File: src/ircansi_pkg.sv
`default_nettype none
// ----------------------------------------------------------------------------
// ircansi_pkg
// Shared types, byte codes and the colour escape table of the IRC to ANSI
// translator.
// ----------------------------------------------------------------------------
package ircansi_pkg;

  localparam int RUN_MAX = 12;

  localparam logic [7:0] CH_CTRL_B = 8'h02;
  localparam logic [7:0] CH_CTRL_C = 8'h03;
  localparam logic [7:0] CH_BEL    = 8'h07;
  localparam logic [7:0] CH_BS     = 8'h08;
  localparam logic [7:0] CH_TAB    = 8'h09;
  localparam logic [7:0] CH_LF     = 8'h0A;
  localparam logic [7:0] CH_CR     = 8'h0D;
  localparam logic [7:0] CH_CTRL_O = 8'h0F;
  localparam logic [7:0] CH_CTRL_V = 8'h16;
  localparam logic [7:0] CH_ESC    = 8'h1B;
  localparam logic [7:0] CH_CTRL_US = 8'h1F;
  localparam logic [7:0] CH_SPACE  = 8'h20;
  localparam logic [7:0] CH_COMMA  = 8'h2C;
  localparam logic [7:0] CH_0      = 8'h30;
  localparam logic [7:0] CH_1      = 8'h31;
  localparam logic [7:0] CH_2      = 8'h32;
  localparam logic [7:0] CH_3      = 8'h33;
  localparam logic [7:0] CH_4      = 8'h34;
  localparam logic [7:0] CH_7      = 8'h37;
  localparam logic [7:0] CH_9      = 8'h39;
  localparam logic [7:0] CH_LBRACK = 8'h5B;
  localparam logic [7:0] CH_M      = 8'h6D;

  localparam logic [4:0] COLOUR_MAP [16] = '{
    5'd0, 5'd7, 5'd4, 5'd2, 5'd1, 5'd3, 5'd5, 5'd11,
    5'd13, 5'd12, 5'd6, 5'd16, 5'd14, 5'd15, 5'd10, 5'd7
  };

  typedef enum logic [1:0] {
    MODE_TEXT,
    MODE_AFTER_CC,
    MODE_DIGITS,
    MODE_SPARE
  } mode_t;

  typedef struct packed {
    mode_t      mode;
    logic [1:0] digit_count;
    logic [6:0] colour_number;
    logic       background;
    logic       reverse_on;
    logic       underline_on;
    logic       bold_on;
  } state_t;

  typedef logic [RUN_MAX-1:0][7:0] run_t;

  typedef struct packed {
    run_t       bytes;
    logic [3:0] count;
    state_t     next;
  } step_t;

  typedef struct packed {
    logic [5:0][7:0] bytes;
    logic [2:0]      len;
  } colour_seq_t;

  typedef struct packed {
    logic [4:0][7:0] bytes;
    logic [2:0]      len;
  } sgr_seq_t;

  // ESC [ <code> m for one colour table entry, first byte in element 0
  function automatic colour_seq_t colour_seq(logic [3:0] idx, logic bg);
    colour_seq_t s;
    logic [4:0]  m;
    logic [4:0]  r;
    s = '0;
    m = COLOUR_MAP[idx];
    r = m - 5'd10;
    s.bytes[0] = CH_ESC;
    s.bytes[1] = CH_LBRACK;
    if (m < 5'd10) begin
      s.bytes[2] = bg ? CH_4 : CH_3;
      s.bytes[3] = CH_0 + {3'b000, m};
      s.bytes[4] = CH_M;
      s.len      = 3'd5;
    end else if (bg) begin
      s.bytes[2] = CH_1;
      s.bytes[3] = CH_0;
      s.bytes[4] = CH_0 + {3'b000, r};
      s.bytes[5] = CH_M;
      s.len      = 3'd6;
    end else begin
      s.bytes[2] = CH_9;
      s.bytes[3] = CH_0 + {3'b000, r};
      s.bytes[4] = CH_M;
      s.len      = 3'd5;
    end
    return s;
  endfunction

  // ESC [ [d1] d0 m
  function automatic sgr_seq_t sgr_seq(logic two, logic [7:0] d1, logic [7:0] d0);
    sgr_seq_t s;
    s = '0;
    s.bytes[0] = CH_ESC;
    s.bytes[1] = CH_LBRACK;
    if (two) begin
      s.bytes[2] = d1;
      s.bytes[3] = d0;
      s.bytes[4] = CH_M;
      s.len      = 3'd5;
    end else begin
      s.bytes[2] = d0;
      s.bytes[3] = CH_M;
      s.len      = 3'd4;
    end
    return s;
  endfunction

endpackage
`default_nettype wire

File: src/ircansi_if.sv
`default_nettype none
// ----------------------------------------------------------------------------
// ircansi channel interfaces
// Valid/ready channels for message bytes in and terminal bytes out.
// ----------------------------------------------------------------------------
interface ircansi_msg_if;
  logic       valid;
  logic       ready;
  logic [7:0] in_byte;
  logic       end_of_message;

  modport source (output valid, output in_byte, output end_of_message, input ready);
  modport sink (input valid, input in_byte, input end_of_message, output ready);
endinterface

interface ircansi_ansi_if;
  logic       valid;
  logic       ready;
  logic [7:0] out_byte;
  logic       last_of_run;
  logic       message_done;

  modport source (output valid, output out_byte, output last_of_run,
                  output message_done, input ready);
  modport sink (input valid, input out_byte, input last_of_run,
                input message_done, output ready);
endinterface
`default_nettype wire

File: src/ircansi_decode.sv
`default_nettype none
// ----------------------------------------------------------------------------
// ircansi_decode
// Translates one message byte against the parser state into a run of up to
// twelve terminal bytes and the parser state that follows.
// ----------------------------------------------------------------------------
module ircansi_decode (
  input  wire logic [7:0]          in_byte,
  input  wire logic                end_of_message,
  input  wire logic                drop_beep,
  input  wire ircansi_pkg::state_t state,
  output ircansi_pkg::step_t       step
);

  ircansi_pkg::state_t      nxt;
  ircansi_pkg::colour_seq_t pre;
  ircansi_pkg::colour_seq_t col;
  ircansi_pkg::sgr_seq_t    txt;
  logic [3:0][7:0]          suf;
  logic [2:0]               ls;
  logic                     do_text;
  logic                     is_digit;
  logic [10:0]              acc;
  logic [5:0]               pre_sh;
  logic [5:0]               suf_sh;
  logic [95:0]              packed_run;

  assign is_digit = (in_byte inside {[ircansi_pkg::CH_0:ircansi_pkg::CH_9]});
  assign acc      = 11'(state.colour_number * 4'd10) + {7'b0, in_byte[3:0]};
  assign col      = ircansi_pkg::colour_seq(state.colour_number[3:0], state.background);

  always_comb begin
    nxt     = state;
    pre     = '0;
    txt     = '0;
    suf     = '0;
    ls      = 3'd0;
    do_text = 1'b0;

    case (state.mode)
      ircansi_pkg::MODE_AFTER_CC: begin
        if (is_digit) begin
          nxt.mode          = ircansi_pkg::MODE_DIGITS;
          nxt.digit_count   = 2'd1;
          nxt.colour_number = {3'b000, in_byte[3:0]};
          nxt.background    = 1'b0;
        end else begin
          pre.bytes[0] = ircansi_pkg::CH_ESC;
          pre.bytes[1] = ircansi_pkg::CH_LBRACK;
          pre.bytes[2] = ircansi_pkg::CH_M;
          pre.len      = 3'd3;
          nxt.mode     = ircansi_pkg::MODE_TEXT;
          do_text      = 1'b1;
        end
      end
      ircansi_pkg::MODE_DIGITS: begin
        if (is_digit && state.digit_count < 2'd2) begin
          nxt.colour_number = acc[6:0];
          nxt.digit_count   = state.digit_count + 2'd1;
        end else begin
          if (state.digit_count != 2'd0) begin
            pre = col;
          end else begin
            pre.bytes[0] = ircansi_pkg::CH_ESC;
            pre.bytes[1] = ircansi_pkg::CH_LBRACK;
            pre.bytes[2] = ircansi_pkg::CH_M;
            pre.len      = 3'd3;
          end
          nxt.digit_count   = 2'd0;
          nxt.colour_number = 7'd0;
          if (in_byte == ircansi_pkg::CH_COMMA) begin
            nxt.background = 1'b1;
          end else begin
            nxt.mode = ircansi_pkg::MODE_TEXT;
            do_text  = 1'b1;
          end
        end
      end
      default: begin
        nxt.mode = ircansi_pkg::MODE_TEXT;
        do_text  = 1'b1;
      end
    endcase

    if (do_text) begin
      case (in_byte)
        ircansi_pkg::CH_CTRL_C: begin
          nxt.mode = ircansi_pkg::MODE_AFTER_CC;
        end
        ircansi_pkg::CH_BS: begin
        end
        ircansi_pkg::CH_CTRL_V: begin
          txt = ircansi_pkg::sgr_seq(state.reverse_on, ircansi_pkg::CH_2,
                                     state.reverse_on ? ircansi_pkg::CH_7 : ircansi_pkg::CH_7);
          nxt.reverse_on = ~state.reverse_on;
        end
        ircansi_pkg::CH_CTRL_US: begin
          txt = ircansi_pkg::sgr_seq(state.underline_on, ircansi_pkg::CH_2,
                                     ircansi_pkg::CH_4);
          nxt.underline_on = ~state.underline_on;
        end
        ircansi_pkg::CH_CTRL_B: begin
          txt = ircansi_pkg::sgr_seq(state.bold_on, ircansi_pkg::CH_2,
                                     state.bold_on ? ircansi_pkg::CH_2 : ircansi_pkg::CH_1);
          nxt.bold_on = ~state.bold_on;
        end
        ircansi_pkg::CH_BEL: begin
          if (!drop_beep) begin
            txt.bytes[0] = in_byte;
            txt.len      = 3'd1;
          end
        end
        ircansi_pkg::CH_CTRL_O: begin
          txt.bytes[0]     = ircansi_pkg::CH_ESC;
          txt.bytes[1]     = ircansi_pkg::CH_LBRACK;
          txt.bytes[2]     = ircansi_pkg::CH_M;
          txt.len          = 3'd3;
          nxt.reverse_on   = 1'b0;
          nxt.underline_on = 1'b0;
          nxt.bold_on      = 1'b0;
        end
        ircansi_pkg::CH_TAB: begin
          txt.bytes[0] = ircansi_pkg::CH_SPACE;
          txt.len      = 3'd1;
        end
        ircansi_pkg::CH_LF: begin
          txt.bytes[0] = ircansi_pkg::CH_CR;
          txt.bytes[1] = ircansi_pkg::CH_LF;
          txt.len      = 3'd2;
        end
        default: begin
          txt.bytes[0] = in_byte;
          txt.len      = 3'd1;
        end
      endcase
    end

    // message end: close a bare ctrl-c, add a newline, back to reset state
    if (end_of_message) begin
      if (nxt.mode == ircansi_pkg::MODE_AFTER_CC) begin
        suf[0] = ircansi_pkg::CH_ESC;
        suf[1] = ircansi_pkg::CH_LBRACK;
        suf[2] = ircansi_pkg::CH_M;
        ls     = 3'd3;
      end
      if (in_byte != ircansi_pkg::CH_LF) begin
        suf[ls[1:0]] = ircansi_pkg::CH_LF;
        ls           = ls + 3'd1;
      end
      nxt = '0;
    end
  end

  assign pre_sh = {3'b000, pre.len};
  assign suf_sh = {3'b000, pre.len} + {3'b000, txt.len};

  assign packed_run = {48'b0, pre.bytes}
                    | ({56'b0, txt.bytes} << {pre_sh, 3'b000})
                    | ({64'b0, suf} << {suf_sh, 3'b000});

  assign step.bytes = packed_run;
  assign step.count = {1'b0, pre.len} + {1'b0, txt.len} + {1'b0, ls};
  assign step.next  = nxt;

endmodule
`default_nettype wire

File: src/irc_format_to_ansi_translator.sv
`default_nettype none
// ----------------------------------------------------------------------------
// irc_format_to_ansi_translator
// Turns IRC formatted message text into a terminal byte stream with ANSI
// colour and attribute escapes.
// ----------------------------------------------------------------------------
// msg carries one message byte per item, end_of_message on the last byte.
// ansi carries one terminal byte per item; last_of_run marks the final byte
// caused by one message byte, message_done the final byte of the message.
// cfg_we/cfg_wdata write drop_beep, which removes BEL bytes when set.
// A message byte is held in an input register, translated combinationally
// into a run of 0 to 12 bytes and loaded into a run shift register that
// drives ansi. Throughput: one ansi byte per cycle while ansi.ready is high.
// A message byte is taken every cycle as long as each yields at most one
// byte and ansi.ready is high; a longer run holds the next one until the
// run's last byte is taken. Bytes that yield nothing pass through without
// waiting for the run register.
// Reset clears the parser state, the attribute flags, drop_beep and both
// registers. When the receiver stalls, the run holds; the input register still
// takes message bytes until one yields a run, and then msg.ready drops.
// ----------------------------------------------------------------------------
module irc_format_to_ansi_translator (
  input  wire logic         clk,
  input  wire logic         rst,
  input  wire logic         cfg_we,
  input  wire logic         cfg_wdata,
  ircansi_msg_if.sink       msg,
  ircansi_ansi_if.source    ansi
);

  logic                drop_beep;
  ircansi_pkg::state_t state;
  logic                hold_valid;
  logic [7:0]          hold_byte;
  logic                hold_eom;
  ircansi_pkg::run_t   run_bytes;
  logic [3:0]          run_count;
  logic                run_eom;
  ircansi_pkg::step_t  step;
  logic                pop;
  logic                run_free;
  logic                consume;

  ircansi_decode u_decode (
    .in_byte        (hold_byte),
    .end_of_message (hold_eom),
    .drop_beep      (drop_beep),
    .state          (state),
    .step           (step)
  );

  assign pop      = ansi.valid && ansi.ready;
  assign run_free = (run_count == 4'd0) || (pop && run_count == 4'd1);
  assign consume  = hold_valid && ((step.count == 4'd0) || run_free);

  assign msg.ready = !hold_valid || consume;

  assign ansi.valid        = (run_count != 4'd0);
  assign ansi.out_byte     = run_bytes[0];
  assign ansi.last_of_run  = (run_count == 4'd1);
  assign ansi.message_done = run_eom && (run_count == 4'd1);

  always_ff @(posedge clk) begin
    if (rst) begin
      drop_beep <= 1'b0;
    end else if (cfg_we) begin
      drop_beep <= cfg_wdata;
    end
  end

  always_ff @(posedge clk) begin
    if (rst) begin
      hold_valid <= 1'b0;
    end else if (msg.valid && msg.ready) begin
      hold_valid <= 1'b1;
    end else if (consume) begin
      hold_valid <= 1'b0;
    end
  end

  always_ff @(posedge clk) begin
    if (msg.valid && msg.ready) begin
      hold_byte <= msg.in_byte;
      hold_eom  <= msg.end_of_message;
    end
  end

  always_ff @(posedge clk) begin
    if (rst) begin
      state <= '0;
    end else if (consume) begin
      state <= step.next;
    end
  end

  always_ff @(posedge clk) begin
    if (rst) begin
      run_count <= 4'd0;
    end else if (consume && step.count != 4'd0) begin
      run_count <= step.count;
    end else if (pop) begin
      run_count <= run_count - 4'd1;
    end
  end

  always_ff @(posedge clk) begin
    if (consume && step.count != 4'd0) begin
      run_bytes <= step.bytes;
      run_eom   <= hold_eom;
    end else if (pop) begin
      run_bytes <= {8'h00, run_bytes[ircansi_pkg::RUN_MAX-1:1]};
    end
  end

endmodule
`default_nettype wire

File: src/flat_wrapper.sv
// flat-port wrapper written by rule: the top's interface ports become plain ports
module irc_format_to_ansi_translator_flat 
  (clk, rst, cfg_we, cfg_wdata, msg_valid, msg_in_byte, msg_end_of_message, msg_ready, ansi_valid, ansi_out_byte, ansi_last_of_run, ansi_message_done, ansi_ready);
  ircansi_msg_if msg_i ();
  ircansi_ansi_if ansi_i ();
  input  wire logic clk;
  input  wire logic rst;
  input  wire logic cfg_we;
  input  wire logic cfg_wdata;
  input wire logic [$bits(msg_i.valid)-1:0] msg_valid;
  input wire logic [$bits(msg_i.in_byte)-1:0] msg_in_byte;
  input wire logic [$bits(msg_i.end_of_message)-1:0] msg_end_of_message;
  output wire logic [$bits(msg_i.ready)-1:0] msg_ready;
  output wire logic [$bits(ansi_i.valid)-1:0] ansi_valid;
  output wire logic [$bits(ansi_i.out_byte)-1:0] ansi_out_byte;
  output wire logic [$bits(ansi_i.last_of_run)-1:0] ansi_last_of_run;
  output wire logic [$bits(ansi_i.message_done)-1:0] ansi_message_done;
  input wire logic [$bits(ansi_i.ready)-1:0] ansi_ready;
  assign msg_i.valid = msg_valid;
  assign msg_i.in_byte = msg_in_byte;
  assign msg_i.end_of_message = msg_end_of_message;
  assign msg_ready = msg_i.ready;
  assign ansi_valid = ansi_i.valid;
  assign ansi_out_byte = ansi_i.out_byte;
  assign ansi_last_of_run = ansi_i.last_of_run;
  assign ansi_message_done = ansi_i.message_done;
  assign ansi_i.ready = ansi_ready;
  irc_format_to_ansi_translator u_core (.clk(clk), .rst(rst), .cfg_we(cfg_we), .cfg_wdata(cfg_wdata), .msg(msg_i), .ansi(ansi_i));
endmodule
File: config.mk
export PLATFORM = sky130hd
export DESIGN_NAME = irc_format_to_ansi_translator_flat
export DESIGN_NICKNAME = d
export VERILOG_FILES = /design/src/ircansi_pkg.sv /design/src/ircansi_if.sv /design/src/ircansi_decode.sv /design/src/irc_format_to_ansi_translator.sv /design/src/flat_wrapper.sv
export SDC_FILE = /design/constraint.sdc
export NUM_CORES = 1
export LEC_CHECK = 0
export BUFFER_PORTS_ARGS = -buffer_cell sky130_fd_sc_hd__buf_2
export CAP_MARGIN = 20
export CELL_PAD_IN_SITES_DETAIL_PLACEMENT = 2
export CELL_PAD_IN_SITES_GLOBAL_PLACEMENT = 2
export CORE_ASPECT_RATIO = 1.4
export CORE_MARGIN = 5
export CORE_UTILIZATION = 38
export DETAILED_ROUTE_END_ITERATION = 16
export PLACE_DENSITY = 0.89
export SLEW_MARGIN = 20
export SYNTH_ARGS = -nofsm -noshare
export SYNTH_HDL_FRONTEND = slang
export SYNTH_HIERARCHICAL = 1
export SYNTH_SLANG_ARGS = --single-unit
File: constraint.sdc
create_clock -name clk -period 6.8 [get_ports clk]
set_clock_uncertainty 0.15 [all_clocks]
set_input_delay 1.36 -clock clk [delete_from_list [all_inputs] [get_ports clk]]
set_output_delay 1.36 -clock clk [all_outputs]
set_load 0.02 [all_outputs]
# Word level (Yosys, flattened, before mapping)
# Memory sizes are Yosys's and may differ from the RTL's.
# Index checks and enable logic that the tools add are counted.
# classes
n_addsub	10
n_mul	1
n_lt_le_gt_ge	7
eq_ne	18
n_shift	2
mux	67
n_bitwise	9
n_reduce_logical	32
# op_table
operator	n
$mux 96	2
$mux 24	4
$or 48x96->96	1
$or 96x96->96	1
$shl 32x7->96	1
$shl 40x6->96	1
$pmux 11 s8	1
$mux 32	2
$mux 15	4
$pmux 27 s2	1
$mux 51	1
$pmux 16 s3	1
$mux 23	2
$mux 43	1
$eq 8x4->1 const B	4
$pmux 8 s4	1
$mux 7	4
$mux 27	1
$mux 26	1
$and 18x24->24	1
$not 24->24	1
$pmux 10 s2	1
$mux 2	9
$demux 8 s2	1
other kinds (50)	99
# totals
reg_bits	127
rom_bits	80
out_inout_bits	12
wordCells	172
mem_count	1
# mem_list
memory	depth	word_bits	read_ports	rd_clocked_by_memory_dff	wr	line_no	rtl
(no name shown)	16	5	1	0	0	ircansi_pkg.sv:80	m = COLOUR_MAP[idx];

# Longest topological paths before layout
# Gate-level depths: netlist (run 1).
# depth
depth_word	21
ltp_mapped	24
depth_no_buf	22

# Hierarchy
# The synthesis (run 1) kept the hierarchy.
# by_module_without_submodules
module	n_inst	cells_each	area_per_inst_um2	seq_area_each_um2
irc_format_to_ansi_translator	1	332	5450.2	3603.5
ircansi_decode	1	647	3963.8	0.0

# Worst setup path before layout (run 1)
# No wires, ideal clock.
# synth_path
path_type	register -> register
startpoint	register, netlist name u_core/state[5]
endpoint	register u_core.run_bytes, in the netlist u_core/ansi.out_byte[0] (enable)
setup_time_ns	0.902
arrival_ns	6.276
required_time_ns	5.748
setup_slack_ns	-0.528
stages_incl_launch_ff	24
period_less_slack_ns	7.328
cell_sequence	dfxtp_1 inv_1 ha_1 nand2b_1 nand3_1 o21ai_0 ha_1 nor2b_1 a21boi_0 o21ai_1 a21oi_4 inv_2 buf_2 fa_1 inv_1 ha_1 inv_1 fa_1 xor2_1 nor4_2 nand4b_2 buf_6 buf_6 nand2_1
# synth_lines
element	line_no	rtl
end signal, assigned	irc_format_to_ansi_translator.sv:108	run_bytes <= step.bytes;
end signal, assigned	irc_format_to_ansi_translator.sv:111	run_bytes <= {8'h00, run_bytes[ircansi_pkg::RUN_MAX-1:1]};
end, declared	irc_format_to_ansi_translator.sv:36	ircansi_pkg::run_t run_bytes;

==> results.sh, run 1 <==
export IMPL_status="finished clean"
export IMPL_drt_iter0_markers=570
export IMPL_powerDensity_mw_per_mm2=331
export IMPL_place_area_mm2=0.00943
export IMPL_worstHoldPathCells=2
export IMPL_crit_path_end_kind="output port"
export IMPL_die_area_mm2=0.0272
export IMPL_wirelength_um=35800
export IMPL_synth_warnings=6
export IMPL_pwr_share_seq=0.414
export IMPL_place_congestion=0.976
export IMPL_fin_area_mm2=0.0102
export IMPL_startpoint="u_core/state[13]"
export IMPL_post_cts_setup_buffers=0
export IMPL_num_fill_cells=2502
export IMPL_finalSetupTns_ns=0
export IMPL_placeableCoreArea_mm2=0.0237
export IMPL_grt_usage=0.269
export IMPL_crit_path_max_fanout=9
export IMPL_pin_count=27
export IMPL_drc=0
export IMPL_final_util=0.429
export IMPL_hpwlAfterDp_um=26200
export IMPL_wl_per_cell_um=28.3
export IMPL_cp_data_arrival_time_ns=4.91
export IMPL_postCtsHoldBufs=0
export IMPL_num_rows=67
export IMPL_h_tree_depth=4
export IMPL_fin_cells=1267
export IMPL_p_switching_mw=0.992
export IMPL_layout_drive_gt1_share=0.173
export IMPL_initial_core_util=0.383
export IMPL_endpoint="msg_ready"
export IMPL_clockBufferDepth=2
export IMPL_r2r_end="u_core/run_bytes[86]"
export IMPL_maxCapViolCount=0
export IMPL_cpPeakStageDelay_ns=0.46
export IMPL_p_comb_frac=0.250
export IMPL_antenna_left=0
export IMPL_insertion_delay_ns=0.44
export IMPL_hold_ws_ns=0.372
export IMPL_clkPwrFrac=0.336
export IMPL_tightest_slew_ns=1.05
export IMPL_via_count=7955
export IMPL_critPathBufInv=4
export IMPL_p_int_mw=2.38
export IMPL_antenna_found_initial=0
export IMPL_grt_first_pass_wirelength_um=54800
export IMPL_first_global_vias=8755
export IMPL_io_buffers=26
export IMPL_start_kind="flip-flop"
export IMPL_place_inst=1235
export IMPL_fin_crit_ns=6.42
export IMPL_first_pass_iters=5
export IMPL_slew_violations=0
export IMPL_path_class="reg2out"
export IMPL_overflow=0
export IMPL_cts_buffers=17
export IMPL_critical_path_depth=18
export IMPL_slew_headroom=0.285
export IMPL_crit_slowest_cell="nor4b_2"
export IMPL_syn_area_mm2=0.00909
export IMPL_r2r_start="u_core/state[13]"
export IMPL_avgSynthCellArea_um2=9.65
export IMPL_rsz0062_at_grt="no"
export IMPL_ir_worst_vdd_mv=0.179
export IMPL_finalHoldViolCount=0
export IMPL_die_w_um=141
export IMPL_synthCells=942
export IMPL_p_sw_frac=0.294
export IMPL_cp_required_ns=5.29
export IMPL_area_delta_synth_final_pct=12.0
export IMPL_ff2ff_path_depth=18
export IMPL_cts_tree="yes"
export IMPL_fmax_ghz=0.156
export IMPL_finalCritPeriodShare=0.945
export IMPL_die_h_um=193
export IMPL_fin_nets=985
export IMPL_hold_path_class="reg2reg"
export IMPL_setup_viol=0
export IMPL_grt_max_degree=48
export IMPL_cp_cell_sequence="inv_1 > ha_1 > nor4b_2 > nand3_1 > o32a_1 > nor2_4 > ha_1 > nand2_1 > fa_1 > inv_1 > ha_1 > inv_1 > fa_1 > xor2_1 > nor4_2 > a21oi_1 > nand2_1 > buf_2"
export IMPL_p_leak_nw=3.65
export IMPL_clock_sinks=124
export IMPL_clk_pin_slew_ns=0.06
export IMPL_ff2ff_setup_slack_ns=0.93
export IMPL_crit_family="adder cells"
export IMPL_cts_root_buffer="clkbuf_16"
export IMPL_via_per_inst=6.28
export IMPL_insertedDiodeCount=0
routing by layer:
layer / vias up / global-route usage / part of all wire
met5: - / 0 / 0
met1: 4043 / 0.301 / 0.38
met2: 297 / 0.482 / 0.51
li1: 3505 / - / -
met3: 110 / 0.0417 / 0.045
met4: 0 / 0.161 / 0.062
tightest hold or removal path, cell delays in order, from the launching register on:
cell and delay, ns:
dfxtp_1 0.33, nand2b_1 0.08, mux2i_1 0.06
final cells by class:
type | count | area, um^2 | area share
multi-input cells | 711 | 5020 | 0.493
flip-flops and latches | 124 | 3550 | 0.348
clock inverters | 14 | 289 | 0.0284
clock buffers | 18 | 429 | 0.0421
inverters | 33 | 124 | 0.0122
well taps | 310 | 388 | 0.0381
repair buffers | 57 | 388 | 0.0381
power by group through the flow:
stage               registers, mW  clock network [mW]  logic, mW
floorplan                    1.34                   0      0.641
global placement             1.38                   0      0.783
detailed placement           1.41                   0      0.839
CTS                          1.40                1.15      0.854
global route                 1.42                1.19      0.915
finish                       1.39                1.13      0.843
timing repair:
item / 4_1_cts / 5_1_grt
hold endpoints to repair: 0 / 0
endpoints found under the setup margin: 1 / 1
resized for setup: 4 / 5
flip-flops by register name (all words and copies together), names as in the netlist:
register              cells
u_core/drop_beep          1
u_core/hold_valid         1
u_core/state             12
u_core/ansi.out_byte      8
u_core/hold_byte          8
u_core/run_eom            1
u_core/run_count          4
u_core/run_bytes         88
u_core/hold_eom           1
cells in the final DEF, fill, tap and decap left out, types with 38 or more instances in the layout:
master	n
mux2_1	44
nand2b_1	38
nand3_1	46
o21ai_0	56
edfxtp_1	106
mux2_2	46
a21oi_1	40
nand2_1	81
nor2_1	52
metrics by stage:
step / setup slack, ns / total power, mW
final: 0.377 / 3.37
after global routing: 0.00952 / 3.52
after global placement: 0.716 / 2.17
after floorplan: 0.507 / 1.99
after detailed placement: 0.316 / 2.24
after CTS: 0.0619 / 3.41
worst min-delay path by stage:
stage	start	to	slack (ns)
3_5_place_dp	u_core/state[11]	u_core/state[11]	0.36
5_1_grt	u_core/run_bytes[56]	u_core/run_bytes[48]	0.41
3_3_place_gp	u_core/state[11]	u_core/state[11]	0.35
2_1_floorplan	u_core/state[12]	u_core/state[12]	0.30
4_1_cts	u_core/state[11]	u_core/state[11]	0.37
6_report	u_core/state[11]	u_core/state[11]	0.37
Power figures use the tool's default switching activity.
==> run 2, diff against run 1 <==
- CORE_MARGIN: 5 -> unset
- CORE_UTILIZATION: 38 -> 36
- SYNTH_HIERARCHICAL: 1 -> unset
==> run 2 against run 1 <==
- sequential share of layout area up 1.9 points
- final cell count down 0.24%
- flip-flop and latch count down 5
- critical path depth down 5
- via count increased by 2.8%
- global-route usage rose by 4.9 points
- maximum frequency fell by 3.8%
- wire length down 0.87%
- critical endpoint unchanged
- largest power group unchanged
==> results.sh, run 2 <==
export IMPL_drc=0
export IMPL_final_util=0.420
export IMPL_place_inst=1231
export IMPL_cp_required_ns=5.29
export IMPL_cts_tree="yes"
export IMPL_synth_seq_cells=119
export IMPL_regMostFlops="u_core.run_bytes"
export IMPL_cp_data_arrival_time_ns=5.17
export IMPL_setup_viol=0
export IMPL_synth_fp_nets=983
export IMPL_finalSetupTns_ns=0
export IMPL_maxCapViolCount=0
export IMPL_crit_path_end_kind="output port"
export IMPL_powerDensity_mw_per_mm2=364
export IMPL_h_tree_depth=4
export IMPL_place_congestion=0.992
export IMPL_insertedDiodeCount=0
export IMPL_power_mw=3.37
export IMPL_largest_register_ffs=83
export IMPL_area_delta_synth_final_pct=13.5
export IMPL_clockBufferDepth=2
export IMPL_hpwlAfterDp_um=25200
export IMPL_fin_cells=1264
export IMPL_synthCells=943
export IMPL_tightest_slew_ns=1.11
export IMPL_die_h_um=180
export IMPL_reg_largest_list="u_core.run_bytes (83), u_core.state (12)"
export IMPL_cts_root_buffer="clkbuf_16"
export IMPL_io_buffers=26
export IMPL_first_global_vias=8810
export IMPL_crit_slowest_cell="or4b_1"
export IMPL_via_count=8175
export IMPL_pin_count=27
export IMPL_start_kind="flip-flop"
export IMPL_ir_worst_vdd_mv=0.247
export IMPL_drt_iter0_markers=730
export IMPL_synth_main_ff_cell="edfxtp_1"
export IMPL_cpPeakStageDelay_ns=0.58
export IMPL_yosysSeqAreaShare=0.416
export IMPL_wl_per_cell_um=28.1
export IMPL_overflow=0
export IMPL_fin_nets=995
export IMPL_initial_core_util=0.370
export IMPL_fmax_ghz=0.150
export IMPL_yosysUniqueCellTypes=85
export IMPL_grt_usage=0.318
export IMPL_synth_edff_count=101
export IMPL_slew_headroom=0.251
export IMPL_cts_buffers=17
export IMPL_postCtsHoldBufs=0
export IMPL_finalHoldViolCount=0
export IMPL_synth_warnings=0
export IMPL_path_class="reg2out"
export IMPL_crit_family="simple AND/OR/NAND/NOR gates"
export IMPL_clock_sinks=119
export IMPL_synth_most_common_cell="nor2_1"
export IMPL_grt_max_degree=74
export IMPL_cp_cell_sequence="or3b_1 > a21oi_1 > a31oi_2 > or2_1 > ha_1 > and2_1 > fa_1 > ha_1 > fa_1 > xor2_1 > or4b_1 > nand3_1 > buf_2"
export IMPL_die_area_mm2=0.0233
export IMPL_synth_area_leader_cell="edfxtp_1"
export IMPL_grt_first_pass_wirelength_um=53900
export IMPL_highest_layer="met4"
export IMPL_synth_area_top_cells="edfxtp_1 (37%), a21oi_1 (5.9%), nor2_1 (5.8%), dfxtp_1 (4.4%), nand2_1 (4.1%)"
export IMPL_wl_met1_um=13000
export IMPL_antenna_found_initial=0
export IMPL_critPathBufInv=1
export IMPL_wirelength_um=35500
export IMPL_p_leak_nw=3.20
export IMPL_layout_drive_gt1_share=0.125
export IMPL_status="finished clean"
export IMPL_met2_length_um=17400
export IMPL_ys_top_cells_by_count="nor2_1 (125), edfxtp_1 (101), a21oi_1 (96)"
export IMPL_die_w_um=129
export IMPL_placeableCoreArea_mm2=0.0220
export IMPL_syn_area_mm2=0.00815
export IMPL_via_per_inst=6.47
export IMPL_antenna_left=0
export IMPL_final_cell_mix="nor2_1 (124), edfxtp_1 (101), a21oi_1 (95)"
export IMPL_synth_top_area_frac=0.372
export IMPL_wl_met3_um=2290
export IMPL_avgSynthCellArea_um2=8.65
export IMPL_clk_pin_slew_ns=0.06
export IMPL_final_common_cell="nor2_1"
export IMPL_finalCritPeriodShare=0.982
export IMPL_num_rows=64
export IMPL_fin_crit_ns=6.68
export IMPL_async_flop_share=0
export IMPL_first_pass_iters=5
export IMPL_slew_violations=0
export IMPL_crit_path_max_fanout=8
export IMPL_insertion_delay_ns=0.45
export IMPL_hold_path_class="reg2reg"
## run 2: final cells by class
type | instances | area (um^2)
Clock inverter | 12 | 135
Fill cell | 2449 | 12800
Inverter | 33 | 126
Sequential cell | 119 | 3400
Multi-Input combinational cell | 723 | 4380
Timing Repair Buffer | 61 | 418
Tap cell | 297 | 372
Clock buffer | 19 | 433
## run 2: per-stage QoR
step	worst slack (ns)	hold WS (ns)	instance area, um^2
final	0.125	0.333	9260
after global routing	-0.0128	0.376	9260
after CTS	0.0179	0.338	9220
after detailed placement	0.496	0.335	8640
after global placement	0.714	0.309	8640
after floorplan	0.550	0.300	8160
## run 2: metal layers
layer / track usage / vias to the layer above
met5: 0 / -
met3: 0.0748 / 168
li1: - / 3552
met2: 0.523 / 392
met1: 0.349 / 4063
met4: 0.246 / 0
## run 2: what timing repair did
item | 4_1_cts | 5_1_grt
setup endpoints to repair | 1 | 3
setup buffers | 0 | 2
pin swaps | 0 | 2
gates resized for setup | 1 | 7
endpoints found under the hold margin | 0 | 0
## run 2: kinds of logic after synthesis
group / synth area share
buffers and inverters: 0.0522
AO/OA/AOI/OAI: 0.263
AND/OR/NAND/NOR: 0.201
XOR/XNOR: 0.0107
flip-flops: 0.416
adder cells (fa/ha/maj): 0.0439
multiplexers: 0.0126
## run 2: final timing paths
path	from	to	slack, ns	cells past startpoint
setup / recovery	u_core.hold_byte[7]	msg_ready	0.12	13
hold / removal	u_core.state[11]	u_core.state[11]	0.33	2
setup reg to reg	u_core.state[4]	u_core.run_bytes[27]	0.31	22
hold reg to reg	u_core.state[11]	u_core.state[11]	0.33	2
## run 2: report_power, final
part | internal (mW) | switching (mW) | leakage (nW)
sequential | 1.28 | 0.119 | 1.11
clock | 0.565 | 0.353 | 0.273
combinational | 0.334 | 0.723 | 1.81
## run 2: worst register-to-register path: cells and delay by family (launching register included)
| family | cells | cell delay (ns) |
|---|---|---|
| adder cells (fa/ha/maj) | 3 | 1.04 |
| buffers and inverters | 6 | 1.31 |
| flip-flops | 1 | 0.41 |
| XOR/XNOR | 1 | 0.15 |
| AND/OR/NAND/NOR | 5 | 1.06 |
| AO/OA/AOI/OAI | 7 | 2.19 |
